[src/hw/rtl/saoc_pkg.sv]
// ----------------------------------------------------------------------------
// saoc_pkg
// Types and constants shared by the sprite canvas modules.
// ----------------------------------------------------------------------------
package saoc_pkg;

  localparam int unsigned MaxSide   = 256;
  localparam int unsigned SwapSlots = 5;
  localparam int unsigned CfgIdxW   = 3;
  localparam int unsigned CfgDataW  = 48;
  localparam int unsigned InDataW   = 64;
  localparam int unsigned OutDataW  = 32;

  localparam logic [1:0] OpBlend = 2'd0;
  localparam logic [1:0] OpRead  = 2'd1;
  localparam logic [1:0] OpWrite = 2'd2;

  localparam logic [CfgIdxW-1:0] RegWidth  = 3'd0;
  localparam logic [CfgIdxW-1:0] RegHeight = 3'd1;
  localparam logic [CfgIdxW-1:0] RegCount  = 3'd2;
  localparam logic [CfgIdxW-1:0] RegPair0  = 3'd3;

  typedef enum logic [2:0] {
    StIdle,
    StRead,
    StAlpha,
    StMul,
    StDiv,
    StWrite,
    StOut
  } state_e;

  // Divider handshake between the sequencer and the divider.
  typedef struct packed {
    logic        start;
    logic [16:0] num_r;
    logic [16:0] num_g;
    logic [16:0] num_b;
    logic [8:0]  den;
  } div_req_t;

  typedef struct packed {
    logic       done;
    logic [7:0] q_r;
    logic [7:0] q_g;
    logic [7:0] q_b;
  } div_rsp_t;

endpackage

[src/hw/rtl/saoc_div.sv]
// ----------------------------------------------------------------------------
// saoc_div
// Three parallel restoring dividers, one quotient bit per cycle, saturating.
// ----------------------------------------------------------------------------
module saoc_div (
  input  logic                clk_i,
  input  logic                rst_ni,
  input  saoc_pkg::div_req_t  req_i,
  output saoc_pkg::div_rsp_t  rsp_o
);

  localparam int unsigned NumW = 17;

  logic [NumW-1:0] qr_q, qr_d, qg_q, qg_d, qb_q, qb_d;
  logic [NumW-1:0] rr_q, rr_d, rg_q, rg_d, rb_q, rb_d;
  logic [NumW-1:0] nr_q, nr_d, ng_q, ng_d, nb_q, nb_d;
  logic [8:0]      den_q, den_d;
  logic [4:0]      cnt_q, cnt_d;
  logic            busy_q, busy_d;
  logic            done_q, done_d;

  function automatic logic [NumW-1:0] sat8(input logic [NumW-1:0] q);
    sat8 = (q > NumW'(255)) ? NumW'(255) : q;
  endfunction

  always_comb begin
    logic [NumW:0] tr, tg, tb;
    logic [NumW:0] dd;
    qr_d = qr_q; qg_d = qg_q; qb_d = qb_q;
    rr_d = rr_q; rg_d = rg_q; rb_d = rb_q;
    nr_d = nr_q; ng_d = ng_q; nb_d = nb_q;
    den_d = den_q; cnt_d = cnt_q; busy_d = busy_q; done_d = 1'b0;
    dd = {(NumW-8)'(0), den_q};
    tr = {rr_q, nr_q[NumW-1]};
    tg = {rg_q, ng_q[NumW-1]};
    tb = {rb_q, nb_q[NumW-1]};
    if (req_i.start) begin
      nr_d = req_i.num_r; ng_d = req_i.num_g; nb_d = req_i.num_b;
      rr_d = '0; rg_d = '0; rb_d = '0;
      qr_d = '0; qg_d = '0; qb_d = '0;
      den_d = req_i.den; cnt_d = 5'(NumW); busy_d = 1'b1;
    end else if (busy_q) begin
      nr_d = nr_q << 1; ng_d = ng_q << 1; nb_d = nb_q << 1;
      if (tr >= dd) begin rr_d = NumW'(tr - dd); qr_d = {qr_q[NumW-2:0], 1'b1}; end
      else begin rr_d = NumW'(tr); qr_d = {qr_q[NumW-2:0], 1'b0}; end
      if (tg >= dd) begin rg_d = NumW'(tg - dd); qg_d = {qg_q[NumW-2:0], 1'b1}; end
      else begin rg_d = NumW'(tg); qg_d = {qg_q[NumW-2:0], 1'b0}; end
      if (tb >= dd) begin rb_d = NumW'(tb - dd); qb_d = {qb_q[NumW-2:0], 1'b1}; end
      else begin rb_d = NumW'(tb); qb_d = {qb_q[NumW-2:0], 1'b0}; end
      cnt_d = cnt_q - 5'd1;
      if (cnt_q == 5'd1) begin
        busy_d = 1'b0;
        done_d = 1'b1;
      end
    end
  end

  always_ff @(posedge clk_i or negedge rst_ni) begin
    if (!rst_ni) begin
      busy_q <= 1'b0;
      done_q <= 1'b0;
      cnt_q  <= '0;
    end else begin
      busy_q <= busy_d;
      done_q <= done_d;
      cnt_q  <= cnt_d;
    end
  end

  always_ff @(posedge clk_i) begin
    qr_q <= qr_d; qg_q <= qg_d; qb_q <= qb_d;
    rr_q <= rr_d; rg_q <= rg_d; rb_q <= rb_d;
    nr_q <= nr_d; ng_q <= ng_d; nb_q <= nb_d;
    den_q <= den_d;
  end

  assign rsp_o.done = done_q;
  assign rsp_o.q_r  = 8'(sat8(qr_q));
  assign rsp_o.q_g  = 8'(sat8(qg_q));
  assign rsp_o.q_b  = 8'(sat8(qb_q));

endmodule

[config.mk]
export PLATFORM = sky130hd
export DESIGN_NAME = saoc_div
export DESIGN_NICKNAME = d
export VERILOG_FILES = /design/src/hw/rtl/saoc_pkg.sv /design/src/hw/rtl/saoc_div.sv
export SDC_FILE = /design/constraint.sdc
export NUM_CORES = 1
export LEC_CHECK = 0
export ABC_AREA = 1
export ABC_CLOCK_PERIOD_IN_PS = 3170
export CORE_UTILIZATION = 40
export CTS_BUF_LIST = sky130_fd_sc_hd__clkbuf_8
export DETAILED_ROUTE_END_ITERATION = 7
export DONT_BUFFER_PORTS = 1
export GPL_TIMING_DRIVEN = 0
export PLACE_DENSITY = 0.63
export SETUP_SLACK_MARGIN = 0.4
export SLEW_MARGIN = 20
export SYNTH_ARGS = -nofsm -noshare
export SYNTH_HDL_FRONTEND = slang
export SYNTH_SLANG_ARGS = --single-unit
[constraint.sdc]
create_clock -name clk_i -period 3.17 [get_ports clk_i]
set_input_delay 0.1585 -clock clk_i [delete_from_list [all_inputs] [get_ports clk_i]]
set_output_delay 0.1585 -clock clk_i [all_outputs]
set_load 0.05 [all_outputs]
== Word level (Yosys, flattened, before mapping) ==
Index checks and enable logic that the tools add are counted.

* Register bits: 169
* Word-level logic and storage cells: 48

* Magnitude comparators: 6
* Muxes and demuxes: 23
* Eq/ne operators: 1
* Add/subtract/negate cells: 4
* Reduce and logical (&&, ||, !) cells: 1

{| class="wikitable"
|+ Operators with widths
! cell !! count
|-
| $mux 17 || 9
|-
| $ge 18x9->1 || 3
|-
| $gt 17x8->1 const B || 3
|-
| $sub 17x9->17 || 3
|-
| $mux 8 || 3
|-
| $mux 5 || 2
|-
| $mux 1 || 9
|-
| $eq 5x1->1 const B || 1
|-
| $sub 5x1->5 const B || 1
|-
| $reduce_bool 2->1 || 1
|}

== Depth between registers and ports, before layout ==
* Word-level depth: 4
* Mapped depth: 15

== Worst setup path after synthesis ==
OpenSTA, ideal clock, no wires.

* Kind: reg2reg
* From: reg ng_q[16]
* To: reg rg_q[8]
* Path buffers: 1
* Setup slack: 1189 ps
* Arrival time: 1869 ps
* Data required time: 3058 ps
* Cell stages (with the launch flop): 16
* Cell sequence: edfxtp_1 inv_1 ha_1 inv_1 fa_1 nand3_1 nand3_2 nand2_1 nand2_1 nand2_1 nand3_4 buf_6 nand2_1 nand2_1 nand2_1 nand2_1

* Cells in the longest elaborated chain, start to end: 2
* Elaborated cells between the ends (all ways): 3
* Those cells by class: add/sub: 1; order compare: 1; mux: 1

{| class="wikitable"
|+ Ends and longest elaborated chain
! element !! RTL line !! RTL
|-
| start: declaration || saoc_div.sv:16 || <nowiki>logic [NumW-1:0] nr_q, nr_d, ng_q, ng_d, nb_q, nb_d;</nowiki>
|-
| start signal: assignment || saoc_div.sv:73 || <nowiki>nr_q <= nr_d; ng_q <= ng_d; nb_q <= nb_d;</nowiki>
|-
| $sub 17x9->17 / $ge 18x9->1 (equally long branches) || saoc_div.sv:46 || <nowiki>if (tg >= dd) begin rg_d = NumW'(tg - dd); qg_d = {qg_q[NumW-2:0], 1'b1}; end</nowiki>
|-
| $mux 17 (*) || saoc_div.sv:46 ||
|-
| end signal: assignment || saoc_div.sv:72 || <nowiki>rr_q <= rr_d; rg_q <= rg_d; rb_q <= rb_d;</nowiki>
|-
| end: declaration || saoc_div.sv:15 || <nowiki>logic [NumW-1:0] rr_q, rr_d, rg_q, rg_d, rb_q, rb_d;</nowiki>
|}

Every way passes the cells marked *; elsewhere a longest branch is shown, timed or not.
A chain may end at the register's enable or synchronous reset.

==> metrics.csv <==
metric;value;unit
Worst setup SP type;flip-flop;
clk_lat worst skew;490;ps
Avg Inst Size Synth;7.13;sq um
vias per std cell;4.75;
first-pass GRT wire length;35.5;mm
synth top area cells;nand2_1 24%, dfxtp_1 22%, edfxtp_1 20%, inv_1 6.7%, ha_1 4.0%;
Die Wd;153;um
Top Metal Used;met4;
Routed met1 length;10.1;mm
CP top delay family;simple AND/OR/NAND/NOR gates;
Max FO, Critical Path;8;
Crit Path Class;flip-flop to primary output;
Reg clk slew, reported paths;100;ps
ys async rst share;4.14;%
antenna viol nets, final;0;
die area;0.0233;sq mm
max-slew violations;0;
met2 wire length;9.54;mm
Seq cells post-synth;169;
initial antenna violation count;0;
all-layer global routing usage;18.8;%
Critical path buffers and inverters;1;
CTS Root Cell;clkbuf_8;
DRC;7;
Cells after Synth;1273;
CTS H-tree depth;4;
RSZ-0062 raised after global routing;false;
Max Cap Viol;0;
slew margin rel.;43.0;%
Reg2Reg Setup Slack;820;ps
reg2reg end;rg_q[8]$_SDFFE_PP0P_;
CTS tree;done;
synth-to-layout area growth;15.1;%
Setup Skew;19.2;ps
setup_tns;0;ps
maximum vdd ir drop;0.000323;V
most common cell after layout, fill and taps aside;nand2_1;
largest net degree at the start of global routing;61;
Fmax achieved;0.419;GHz
nets;1450;
WL/cell;12.6;um
dpl cells;1553;
measured slew at the worst slew-check pin;849;ps
dominant synthesized flop cell;dfxtp_1;
hpwl dp;14.6;mm
final setup violation count;0;
Worst Path Required;3010;ps
final wirelength;20.8;mm
R2R cell count;15;
shortest period the worst path allows;2390;ps
IO Pins;88;
Reg-to-Reg Start;ng_q[16]$_DFFE_PP_;
EDFF count, synth;60;
Syn Nets;1368;
Cell Area, Synth;0.00908;sq mm
vias in the first global route;7472;
Clock Path Buffers;2;
Worst EP arrival;2230;ps
most frequent cells in the layout;584 x nand2_1, 162 x inv_1, 102 x dfxtp_1;
post-synth cell types;40;
Final Cycle Share;75.4;%
initial cell density of the core;41.2;%
Hold Crit Class;primary input to flip-flop;
hold path startpoint;req_i[60];
failing checks;DRC;
Rows;54;
Seq/Total Area, Yosys;44.3;%
grt total ovfl;0;
Worst Hold Depth;2;
Core Region;0.0220;sq mm
drt first pass iters;8;
status;finished, violations left;
PortBufs;0;
Max stage delay on crit path;700;ps
vias;7829;
RD Place Congestion;0.871;
P_leak;0.00527;uW
fraction of layout cells with a size suffix above 1;5.56;%
Crit-path slowest cell;nor3_1;
Post-Layout Cell Count;1648;
PD cells;842;mW/mm^2
Hold Vio Cnt, Final;0;
ant diodes;0;
total CTS buffers;17;
Yosys Warn Count;0;
top cell type's share of synthesized area;24.2;%
die height;153;um
Sink Count;169;
CP endpoint kind;primary output;
DR iter-0 viols;410;
Synth area leader;nand2_1;
Hold EP;cnt_q[3]$_DFFE_PN0P_;
met3 routed WL;917;um
worst path cell trace;inv_1, nand4_1, nor3_1, nand2_1;
metal layers:
metal	global-route usage (%)	up-vias
met2	31.1	158
met3	4.55	22
met5	0	-
met4	4.47	0
met1	24.7	3477
li1	-	4172
registers in the layout (all words and copies together), names as in the netlist:
register	count
nb_q	17
ng_q	17
nr_q	17
qb_q	17
qg_q	17
qr_q	17
rb_q	17
rg_q	17
rr_q	17
den_q	9
cnt_q	5
busy_q	1
done_q	1
kinds of logic after synthesis:
family / after synthesis / share of synthesized area (%)
simple gates: 759 / 34.5
flops: 169 / 44.3
fa+ha+maj: 32 / 4.66
buf+inv: 208 / 9.21
compound gates: 93 / 6.19
xor+xnor: 12 / 1.16
through the flow:
stage	setup slack, ps	total power (uW)	area (sq um)	utilization (%)	hold slack (ps)
floorplan	1190	6420	9080	-	-137
detailed placement	858	7260	9430	42.8	-137
finish	781	8800	10400	47.4	53.5
global route	491	9660	10400	47.4	45.0
CTS	790	8850	10400	47.4	44.1
global placement	887	7210	9430	42.8	-137
power by group:
group	total, uW	internal (uW)	switching, uW
Sequential	3050	2720	334
Clock	1510	589	920
Combinational	4240	1520	2720
how the worst max path moves through the flow:
stage | from | endpoint | slack, ps | cells past startpoint
global placement | ng_q[16]$_DFFE_PP_ | rg_q[8]$_SDFFE_PP0P_ | 890 | 15
global route | qb_q[13]$_SDFFE_PP0P_ | rsp_o[7] | 490 | 4
finish | qb_q[13]$_SDFFE_PP0P_ | rsp_o[7] | 780 | 4
detailed placement | ng_q[16]$_DFFE_PP_ | rg_q[8]$_SDFFE_PP0P_ | 860 | 15
floorplan | ng_q[16]$_DFFE_PP_ | rg_q[8]$_SDFFE_PP0P_ | 1190 | 15
CTS | den_q[0]$_DFFE_PP_ | rg_q[8]$_SDFFE_PP0P_ | 790 | 14
final cells by class:
type / instances / area [sq um]
plain buffers: 38 / 200
clock buffers: 17 / 234
clock inverters: 15 / 154
fillers: 2167 / 11600
inverters: 170 / 638
multi-input cells: 896 / 4220
flip-flops and latches: 169 / 4020
well taps: 280 / 350
repair buffers: 63 / 631
synthesized netlist by cell type (all sizes together), types with 9 or more instances:
master	instances
nand2	586
o22ai	52
inv	169
edfxtp	60
o21ai	20
nand3	74
nand4	9
buf	17
nand3b	11
ha	29
clkbuf	21
nor2	65
a21oi	16
dfxtp	102
what timing repair did:
item / 4_1_cts / 5_1_grt
gates resized for setup: 0 / 0
endpoints found under the setup margin: 0 / 0
hold buffers: 63 / 0
setup buffers: 0 / 0
hold endpoints to repair: 77 / 0
(Power assumes the default switching activity.)
