**config.mk**
```make
export PLATFORM = sky130hd
export DESIGN_NAME = saoc_swap
export DESIGN_NICKNAME = d
export VERILOG_FILES = /design/src/hw/rtl/saoc_pkg.sv /design/src/hw/rtl/saoc_swap.sv
export SDC_FILE = /design/constraint.sdc
export NUM_CORES = 1
export LEC_CHECK = 0
export ABC_AREA = 1
export BUFFER_PORTS_ARGS = -buffer_cell sky130_fd_sc_hd__clkbuf_2
export CELL_PAD_IN_SITES_DETAIL_PLACEMENT = 2
export CELL_PAD_IN_SITES_GLOBAL_PLACEMENT = 2
export CORE_AREA = 5 5 175 177
export DETAILED_ROUTE_END_ITERATION = 7
export DIE_AREA = 0 0 180 182
export PLACE_DENSITY_LB_ADDON = 0.1
export SLEW_MARGIN = 20
export SYNTH_ARGS = -nofsm -noshare
export SYNTH_HDL_FRONTEND = slang
export SYNTH_SLANG_ARGS = --single-unit
```
**constraint.sdc**
```tcl
create_clock -name vclk -period 14.9
set_clock_uncertainty 0.05 [all_clocks]
set_input_delay 2.235 -clock vclk [all_inputs]
set_output_delay 2.235 -clock vclk [all_outputs]
set_load 0.02 [all_outputs]
```
**src/hw/rtl/saoc_pkg.sv**
```systemverilog
// ----------------------------------------------------------------------------
// saoc_pkg
// Types and constants shared by the sprite canvas modules.
// ----------------------------------------------------------------------------
package saoc_pkg;

  localparam int unsigned MaxSide   = 256;
  localparam int unsigned SwapSlots = 5;
  localparam int unsigned CfgIdxW   = 3;
  localparam int unsigned CfgDataW  = 48;
  localparam int unsigned InDataW   = 64;
  localparam int unsigned OutDataW  = 32;

  localparam logic [1:0] OpBlend = 2'd0;
  localparam logic [1:0] OpRead  = 2'd1;
  localparam logic [1:0] OpWrite = 2'd2;

  localparam logic [CfgIdxW-1:0] RegWidth  = 3'd0;
  localparam logic [CfgIdxW-1:0] RegHeight = 3'd1;
  localparam logic [CfgIdxW-1:0] RegCount  = 3'd2;
  localparam logic [CfgIdxW-1:0] RegPair0  = 3'd3;

  typedef enum logic [2:0] {
    StIdle,
    StRead,
    StAlpha,
    StMul,
    StDiv,
    StWrite,
    StOut
  } state_e;

  // Divider handshake between the sequencer and the divider.
  typedef struct packed {
    logic        start;
    logic [16:0] num_r;
    logic [16:0] num_g;
    logic [16:0] num_b;
    logic [8:0]  den;
  } div_req_t;

  typedef struct packed {
    logic       done;
    logic [7:0] q_r;
    logic [7:0] q_g;
    logic [7:0] q_b;
  } div_rsp_t;

endpackage

```
**src/hw/rtl/saoc_swap.sv**
```systemverilog
// ----------------------------------------------------------------------------
// saoc_swap
// Ordered rgb palette swap chain applied to a result pixel.
// ----------------------------------------------------------------------------
module saoc_swap #(
  parameter int unsigned SwapSlots = saoc_pkg::SwapSlots
) (
  input  logic [31:0]          px_i,
  input  logic [2:0]           count_i,
  input  logic [SwapSlots-1:0][47:0] pairs_i,
  output logic [31:0]          px_o
);

  always_comb begin
    logic [23:0] rgb;
    rgb = px_i[23:0];
    for (int i = 0; i < SwapSlots; i++) begin
      if ((32'(count_i) > i) && (rgb == pairs_i[i][47:24])) begin
        rgb = pairs_i[i][23:0];
      end
    end
    px_o = {px_i[31:24], rgb};
  end

endmodule

```
Word-level counts from Yosys, hierarchy flattened
Index checks and enable logic that the tools add are counted.
W data, S select, Z words.

word-level totals
  bits of input ports = 275
  word-level logic and storage cells = 20
  flip-flop bits (word level) = 0

cells by class
  eq/ne operators = 5
  $lt $le $gt $ge = 5
  reduce and logical (&&, ||, !) cells = 5
  multiplexer cells = 5

operators by type and width
  cell                  number
  $eq A24 B24 Y1        5
  $mux W24              5
  $gt A3 B1 Y1 const B  2
  $gt A3 B2 Y1 const B  2
  $logic_and A1 B1 Y1   5
  $gt A3 B3 Y1 const B  1

Longest topological paths before layout
Gate-level depths: netlist of run 1.

  depth after elaboration = 15
  gate-level depth with buffers = 52
  mapped depth without buffers = 47

Worst setup path after synthesis of run 1
OpenSTA, ideal clock, no wires.

  path type = input-to-output
  start point = input port pairs_i[38] (netlist bit)
  end point = output port px_o[10]
  slack = 5.995 ns
  buffers on the path = 6
  stages on the path = 43
  arrival = 6.620 ns
  cells stage by stage = xnor2_1 -> nand2_1 -> nor2_1 -> nand2_1 -> nor2_4 -> buf_2 -> nand3_1 -> nand2_1 -> nand2_1 -> nand2_1 -> nand2_1 -> nor2_1 -> nand2_1 -> nor2_4 -> buf_4 -> nand3_1 -> nand2_1 -> nand2_1 -> [... 7 more ...] -> nand3_1 -> nand2_1 -> nor2_1 -> nand3_1 -> nor2_4 -> buf_2 -> buf_4 -> nand3_1 -> nand3_1 -> nand2_1 -> nor2_1 -> inv_1 -> nor2_1 -> nand2_2 -> clkinv_2 -> buf_6 -> nand3_1 -> nand2_1

between the ends
  cells in the longest elaborated chain, start to end = 15

RTL lines
  element                  RTL line         text
  start: declaration       saoc_swap.sv:10  input logic [SwapSlots-1:0][47:0] pairs_i,
  $eq A24 B24 Y1 (*)       saoc_swap.sv:18  if ((32'(count_i) > i) && (rgb == pairs_i[i][47:24])) begin
  $logic_and A1 B1 Y1 (*)  saoc_swap.sv:18
  $mux W24 (*)             saoc_swap.sv:18
  $eq A24 B24 Y1           saoc_swap.sv:18
  $logic_and A1 B1 Y1      saoc_swap.sv:18
  $mux W24 (*)             saoc_swap.sv:18
  $eq A24 B24 Y1           saoc_swap.sv:18
  $logic_and A1 B1 Y1      saoc_swap.sv:18
  $mux W24 (*)             saoc_swap.sv:18
  $eq A24 B24 Y1           saoc_swap.sv:18
  $logic_and A1 B1 Y1      saoc_swap.sv:18
  $mux W24 (*)             saoc_swap.sv:18
  $eq A24 B24 Y1           saoc_swap.sv:18
  $logic_and A1 B1 Y1      saoc_swap.sv:18
  $mux W24 (*)             saoc_swap.sv:18
  end: declaration         saoc_swap.sv:11  output logic [31:0] px_o

Every way passes the cells marked *; elsewhere a longest branch is shown, timed or not.

Worst setup path in the final report of run 1
  start point = input port px_i[6]
  end point = output port px_o[12]

between the ends
  cells in the longest elaborated chain, start to end = 15

RTL lines
  element              RTL line         text
  start: declaration   saoc_swap.sv:8   input logic [31:0] px_i,
  $eq A24 B24 Y1       saoc_swap.sv:18
  $logic_and A1 B1 Y1  saoc_swap.sv:18
  $mux W24 (*)         saoc_swap.sv:18
  $eq A24 B24 Y1       saoc_swap.sv:18
  $logic_and A1 B1 Y1  saoc_swap.sv:18
  $mux W24 (*)         saoc_swap.sv:18
  $eq A24 B24 Y1       saoc_swap.sv:18
  $logic_and A1 B1 Y1  saoc_swap.sv:18
  $mux W24 (*)         saoc_swap.sv:18
  $eq A24 B24 Y1       saoc_swap.sv:18
  $logic_and A1 B1 Y1  saoc_swap.sv:18
  $mux W24 (*)         saoc_swap.sv:18
  $eq A24 B24 Y1       saoc_swap.sv:18
  $logic_and A1 B1 Y1  saoc_swap.sv:18
  $mux W24 (*)         saoc_swap.sv:18

Marks and branches as above.

==> summary.md, run 1 <==
| Metric | Value |
|---|---|
| Adder-Cell Fraction of Synth Area | 0% |
| Clock buffer cells | 0 |
| Synth-to-Final Area Change | 26.5% |
| Routed len/inst | 18.7 um |
| Worst Max-Slew Pin Slew | 0.718 ns |
| Die X | 180 um |
| Max-cap violations | 0 |
| Via count | 9740 |
| Worst setup EP type | output pin |
| Drt pass-1 iters | 4 |
| Post-CTS Setup Inserts | 0 |
| Most frequent cell on the critical path | nand2_1 |
| LEAKAGE | 5.36 nW |
| Overall Power | 0.000184 W |
| Met3 wire len | 1560 um |
| Routed WL | 39000 um |
| PD cells | 23.3 nW/um2 |
| Complex-gate fraction of the synthesized area | 3.32% |
| Global-route wire length before repair | 59000 um |
| Sequential Area | 0 um2 |
| Syn Nets | 1709 |
| Layout cell share with drive strength beyond 1 | 19.4% |
| DRC | 0 |
| Crit Path Class | primary input to output pin |
| Slew Limit Fails | 0 |
| Num rows | 63 |
| Met1 WL | 17300 um |
| GRT overflow | 0 |
| Number of global-route vias before repair | 10512 |
| Fin crit period | 13.22 ns |
| Initial drt markers | 300 |
| Worst hold path type | primary input to output pin |
| Peak supply drop | 6.73 uV |
| DIE HEIGHT | 182 um |
| RSZ-0062 raised after global routing | false |
| CP delay by family, top | simple AND/OR/NAND/NOR gates |
| # IOs | 307 |
| Fmax | 75.6 MHz |
| Syn Area/Cell | 4.36 um2 |
| Unique masters post-synth | 26 |
| Placeable Area | 29100 um2 |
| Die ar. | 32800 um2 |
| Critical Path RT | 12.61 ns |
| Seq_cells | 0 |
| CP Max Fanout | 25 |
| Arr. time, crit path | 10.94 ns |
| Hold Buf Count CTS | 0 |
| HPWL after DPL | 35600 um |
| Setup crit start kind | primary input |
| Post-synthesis mux area share | 0% |
| Top layer in use | met4 |
| GRT Overall Usage | 22.6% |
| Crit share post-route | 88.8% |
| Max-slew headroom | 52.1% |
| Final hold viol count | 0 |
| Fillers | 4006 |
| Cts repair resizes | 0 |
| Simple-Gate Fraction of Synth Area | 75.5% |
| Post-synthesis instance total | 1434 |
| Vias per Instance | 4.68 |
| Critical path buffers and inverters | 6 |
| Largest net degree at the start of global routing | 26 |
| Cell at the slowest stage of the critical path | nand3_2 |
| CP peak stage delay | 0.60 ns |
| Largest family of logic cells by synthesized area | simple AND/OR/NAND/NOR gates |
| Mapped Area | 6250 um2 |
| Ys Warns | 0 |
| Initial Util | 21.5% |
| Initial antenna violation count | 1 |
| Fin Setup TNS | 0 ns |
| Status | finished clean |
| RePlAce Congestion | 0.882 |
| Seq/Total Area, Yosys | 0% |
| Final net count | 1964 |
| Post-synthesis xor/xnor area fraction | 0.561% |
| Routed Antenna Nets | 0 |
| PortBufs | 291 |
| Met2 Wirelength | 19500 um |
| # setup viols final | 0 |
| Hold Slack | 4.42 ns |
## final timing paths
check	start	end	slack, ns	cells past startpoint
setup / recovery	px_i[6]	px_o[12]	1.68	44
hold / removal	px_i[27]	px_o[27]	4.42	0
## metrics by stage
stage,instances,util [%],instance area (um2),setup slack [ns]
after global placement,2077,27.2,7900,1.83
final,2080,27.2,7910,1.68
after global routing,2078,27.2,7900,0.817
after CTS,2077,27.2,7900,1.55
after floorplan,1434,-,6250,6.00
after detailed placement,2077,27.2,7900,1.56
## synth_stat cells
cell | instances | area share, %
buf_2 | 11 | 0.88
nand4_1 | 4 | 0.40
inv_2 | 4 | 0.24
nand3b_1 | 20 | 2.4
nand3_4 | 2 | 0.56
nand3_1 | 286 | 23
inv_1 | 248 | 15
nand3_2 | 7 | 1.1
clkinv_2 | 1 | 0.080
clkbuf_1 | 2 | 0.12
nor2_2 | 3 | 0.30
o21bai_1 | 3 | 0.36
o21ai_0 | 9 | 0.72
nand2_1 | 645 | 39
buf_4 | 18 | 2.2
and2_1 | 2 | 0.20
nor2_4 | 7 | 1.3
nand2_2 | 7 | 0.70
o21ai_1 | 22 | 1.8
clkinv_1 | 2 | 0.12
a21oi_1 | 6 | 0.48
nor2_1 | 107 | 6.4
nor2b_1 | 1 | 0.10
buf_6 | 12 | 2.2
xnor2_1 | 4 | 0.56
nor2_8 | 1 | 0.32
## power breakdown
part	leakage, nW	switching [W]	internal [W]
clock network	0.0000190	0	0.0000000000271
registers	0	0	0
logic	5.36	0.000118	0.0000662
total	5.36	0.000118	0.0000662
## placed cells by master (no fill, tap or decap)
cell      synthesis  final
nand3_4           2      2
a21oi_1           6      6
clkbuf_2          0    291
nor2_2            3      3
nor2_4            7      7
inv_2             4      4
o21bai_1          3      3
nor2_8            1      1
clkinv_1          2      2
diode_2           0      3
nand3_2           7      7
nand2_2           7      7
buf_4            18      5
and2_1            2      2
inv_1           248    248
nand2_1         645    645
clkinv_2          1      1
nand3_1         286    286
o21ai_0           9      9
nand3b_1         20     20
nor2_1          107    107
o21ai_1          22     22
nor2b_1           1      1
xnor2_1           4      4
nand4_1           4      4
## metal layers
layer / GRT usage (%) / vias to the layer above
met1: 28.4 / 4596
li1: - / 4898
met2: 42.9 / 227
met4: 2.68 / 0
met3: 1.86 / 19
met5: 0 / -
## cell type report
class / count / area (um2) / share of cell area (%)
multi-input combinational: 1136 / 4960 / 62.7
timing repair buffer: 296 / 1490 / 18.9
inverter: 255 / 958 / 12.1
tap: 390 / 488 / 6.17
antenna: 3 / 7.51 / 0.0950
## cell families after synthesis
family / Yosys count
buffers and inverters: 298
and+or+nand+nor: 1092
AOI/OAI and AO/OA: 40
xor gates and xnor gates: 4
Note: power is estimated with default switching activity, not from simulation.
==> run 2, diff against run 1 <==
Settings changed: CELL_PAD_IN_SITES_DETAIL_PLACEMENT 2 to 1, CELL_PAD_IN_SITES_GLOBAL_PLACEMENT 2 to 1, CORE_AREA 5 5 175 177 to 5 5 148 150, DIE_AREA 0 0 180 182 to 0 0 153 155.
==> summary.md, run 2 (synthesis gave the netlist of run 1 again) <==
| Metric | Value |
|---|---|
| Met2 Wirelength | 16400 um |
| Post-route non-filler standard cell count | 1960 |
| Setup crit start kind | primary input |
| # IOs | 307 |
| Cell at the slowest stage of the critical path | inv_1 |
| Core Util, Final | 37.6% |
| Placeable Area | 20600 um2 |
| Met3 wire len | 1740 um |
| Cts repair resizes | 0 |
| Die X | 153 um |
| Most frequent cells in the layout | 645 x nand2_1, 291 x clkbuf_2, 286 x nand3_1, 248 x inv_1, 107 x nor2_1 |
| Most frequent cell on the critical path | nand2_1 |
| PortBufs | 291 |
| Routed Antenna Nets | 0 |
| Final hold viol count | 0 |
| CP peak stage delay | 0.75 ns |
| Top layer in use | met4 |
| Vias per Instance | 4.93 |
| Peak supply drop | 8.02 uV |
| Post-CTS Setup Inserts | 0 |
| Hold Path Sink | px_o[25] |
| RePlAce Congestion | 0.933 |
| Final net count | 1961 |
| Commonest non-fill, non-tap cell in the layout | nand2_1 |
| Initial Util | 30.4% |
| DRC | 0 |
| PD cells | 23.2 nW/um2 |
| DIE HEIGHT | 155 um |
| CP Max Fanout | 25 |
| Hold Crit Depth | 0 |
| Max-slew headroom | 48.9% |
| Worst Max-Slew Pin Slew | 0.766 ns |
| Seq_cells | 0 |
| Critical Path RT | 12.61 ns |
| Drt pass-1 iters | 4 |
| Fin crit period | 13.91 ns |
| RSZ-0062 raised after global routing | false |
| HPWL after DPL | 30400 um |
| Met1 WL | 14900 um |
| Largest net degree at the start of global routing | 26 |
| Fmax | 71.9 MHz |
| Initial antenna violation count | 1 |
| Via count | 9663 |
| Placed Instances | 1959 |
| Global-route wire length before repair | 52000 um |
| GRT Overall Usage | 27.0% |
| Worst hold path type | primary input to output pin |
| Die ar. | 23700 um2 |
| Initial drt markers | 365 |
| # setup viols final | 0 |
| Status | finished clean |
| Synth-to-Final Area Change | 23.8% |
| Routed len/inst | 17.2 um |
| Slew Limit Fails | 0 |
| Max-cap violations | 0 |
| Num rows | 53 |
| Clock buffer cells | 0 |
| Number of global-route vias before repair | 9778 |
| GRT overflow | 0 |
| LEAKAGE | 5.34 nW |
| Routed WL | 33800 um |
| Crit Path Class | primary input to output pin |
| Crit share post-route | 93.3% |
| Worst Hold Launch | px_i[25] |
| Worst setup path start | px_i[2] |
| Arr. time, crit path | 11.62 ns |
| Layout cell share with drive strength beyond 1 | 19.3% |
| Hold Buf Count CTS | 0 |
| Worst setup EP type | output pin |
| Fillers | 3287 |
| Fin Setup TNS | 0 ns |
| Sequential Area | 0 um2 |
[run 2: cell count changes in the layout (fill, tap and decap cells not counted)]
cell,previous run,this run
buf_4,5,2
diode_2,3,1
[run 2: critical path: cells and delay by family]
family,cells,cell delay [ns]
AND/OR/NAND/NOR,37,8.08
buffers and inverters,4,1.08
AO/OA/AOI/OAI,1,0.13
[run 2: area by class of cell]
class	instances	area [um2]	area share [%]
multi-input cells	1136	4960	64.1
repair buffers	293	1470	19.0
inverters	255	958	12.4
well taps	275	344	4.45
diodes	1	2.50	0.0324
[run 2: how the worst max path moves through the flow]
| stage | end | slack [ns] | cells past startpoint |
|---|---|---|---|
| 5_1_grt | px_o[16] | 0.06 | 42 |
| 3_5_place_dp | px_o[16] | 1.06 | 42 |
| 4_1_cts | px_o[16] | 1.03 | 42 |
| 3_3_place_gp | px_o[16] | 1.03 | 42 |
| 2_1_floorplan | px_o[10] | 6.00 | 43 |
| 6_report | px_o[12] | 0.99 | 42 |
[run 2: routing by layer]
| layer | GRT usage (%) | vias to the layer above |
|---|---|---|
| li1 | - | 4892 |
| met1 | 34.9 | 4428 |
| met2 | 49.3 | 310 |
| met3 | 2.42 | 33 |
| met4 | 5.09 | 0 |
| met5 | 0 | - |
[run 2: stage by stage]
step | setup WS (ns) | hold WS (ns) | instance area [um2] | total power (W)
floorplan | 6.00 | 4.53 | 6250 | 0.0000978
finish | 0.992 | 4.42 | 7730 | 0.000179
global route | 0.0570 | 4.42 | 7730 | 0.000201
global placement | 1.03 | 4.42 | 7730 | 0.000175
detailed placement | 1.06 | 4.42 | 7730 | 0.000178
CTS | 1.03 | 4.42 | 7730 | 0.000179
[run 2: report_power, final]
group	switching [W]	total, W	internal [W]
sequential	0	0	0
clock	0	0.00000000000903	0.00000000000903
combinational	0.000113	0.000179	0.0000662
==> run 3, diff against run 2 <==
Settings changed: RECOVER_POWER set to 100.
==> summary.md, run 3 (synthesis gave the netlist of run 1 again) <==
| Metric | Value |
|---|---|
| Status | finished clean |
| Routed len/inst | 17.3 um |
| DIE HEIGHT | 155 um |
| Worst setup EP type | output pin |
| Worst Max-Slew Pin Slew | 0.757 ns |
| Seq_cells | 0 |
| Worst setup path start | px_i[10] |
| Hold Buf Count CTS | 0 |
| Vias per Instance | 4.93 |
| Worst hold path type | primary input to output pin |
| Via count | 9672 |
| Critical Path RT | 12.61 ns |
| Fillers | 3284 |
| CP delay by family, top | simple AND/OR/NAND/NOR gates |
| DRC | 0 |
| Initial drt markers | 389 |
| Met1 WL | 15000 um |
| Overall Power | 0.000178 W |
| Max-slew headroom | 49.5% |
| PortBufs | 291 |
| GRT Overall Usage | 27.0% |
| Post-CTS Setup Inserts | 0 |
| RSZ-0062 raised after global routing | false |
| Commonest non-fill, non-tap cell in the layout | nand2_1 |
| Synth-to-Final Area Change | 23.3% |
| Fmax | 71.6 MHz |
| # IOs | 307 |
| Setup crit start kind | primary input |
| Slew Limit Fails | 0 |
| Final hold viol count | 0 |
| Final net count | 1961 |
| Top layer in use | met4 |
| CP Max Fanout | 25 |
| Placeable Area | 20600 um2 |
| Fin Setup TNS | 0 ns |
| LEAKAGE | 5.28 nW |
| Most frequent cell on the critical path | nand2_1 |
| WP depth | 42 |
| Largest net degree at the start of global routing | 26 |
| HPWL after DPL | 30400 um |
| CP peak stage delay | 0.74 ns |
| Routed WL | 33900 um |
| Pre-CTS WS | 1.06 ns |
| Most frequent cells in the layout | 645 x nand2_1, 286 x nand3_1, 269 x clkbuf_2, 248 x inv_1, 107 x nor2_1 |
| Worst Hold Launch | px_i[25] |
| Routed Antenna Nets | 0 |
| Critical path buffers and inverters | 4 |
| Met3 wire len | 1640 um |
| Arr. time, crit path | 11.68 ns |
| Peak supply drop | 8.04 uV |
| RePlAce Congestion | 0.933 |
| Global-route wire length before repair | 52000 um |
| Die X | 153 um |
| # setup viols final | 0 |
| Initial Util | 30.4% |
| Area occupied by multi-input gates | 4960 um2 |
| Num rows | 53 |
| Sequential Area | 0 um2 |
| Cell at the slowest stage of the critical path | inv_1 |
| Fin worst setup slack | 0.933 ns |
| Layout cell share with drive strength beyond 1 | 18.0% |
| Initial antenna violation count | 1 |
| GRT overflow | 0 |
| Crit share post-route | 93.7% |
| Met2 Wirelength | 16600 um |
| Hold Crit Depth | 0 |
| Fin crit period | 13.97 ns |
| Crit Path Class | primary input to output pin |
| Number of global-route vias before repair | 9778 |
| Clock buffer cells | 0 |
| Die ar. | 23700 um2 |
| PD cells | 23.2 nW/um2 |
| Cts repair resizes | 0 |
| Drt pass-1 iters | 5 |
| Max-cap violations | 0 |
-- run 3: cell count changes in the layout (fill, tap and decap cells not counted) --
| cell | delta |
|---|---|
| clkbuf_1 | +22 |
| clkbuf_2 | -22 |
-- run 3: stage by stage --
stage | area, um2 | std cells | hold slack, ns | utilization [%]
2_1_floorplan | 6250 | 1434 | 4.53 | -
3_3_place_gp | 7730 | 1959 | 4.42 | 37.6
3_5_place_dp | 7730 | 1959 | 4.42 | 37.6
4_1_cts | 7730 | 1959 | 4.42 | 37.6
5_1_grt | 7710 | 1960 | 4.42 | 37.5
6_report | 7710 | 1960 | 4.42 | 37.5
-- run 3: path summary, 6_finish.rpt --
path | endpoint | slack, ns
setup / recovery | px_o[11] | 0.93
hold / removal | px_o[25] | 4.42
-- run 3: per-layer routing --
layer | track usage, % | up-vias
li1 | - | 4895
met1 | 34.9 | 4462
met2 | 49.3 | 286
met3 | 2.42 | 29
met4 | 5.09 | 0
met5 | 0 | -
-- run 3: report_power, final --
group / switching (W) / leakage (nW) / internal (W)
Combinational: 0.000113 / 5.28 / 0.0000654
Sequential: 0 / 0 / 0
Clock: 0 / 0.00000634 / 0.00000000000904
-- run 3: layout make-up --
| cell class | count | area share [%] |
|---|---|---|
| well taps | 275 | 4.47 |
| multi-input cells | 1136 | 64.3 |
| inverters | 255 | 12.4 |
| repair buffers | 293 | 18.7 |
| diodes | 1 | 0.0325 |
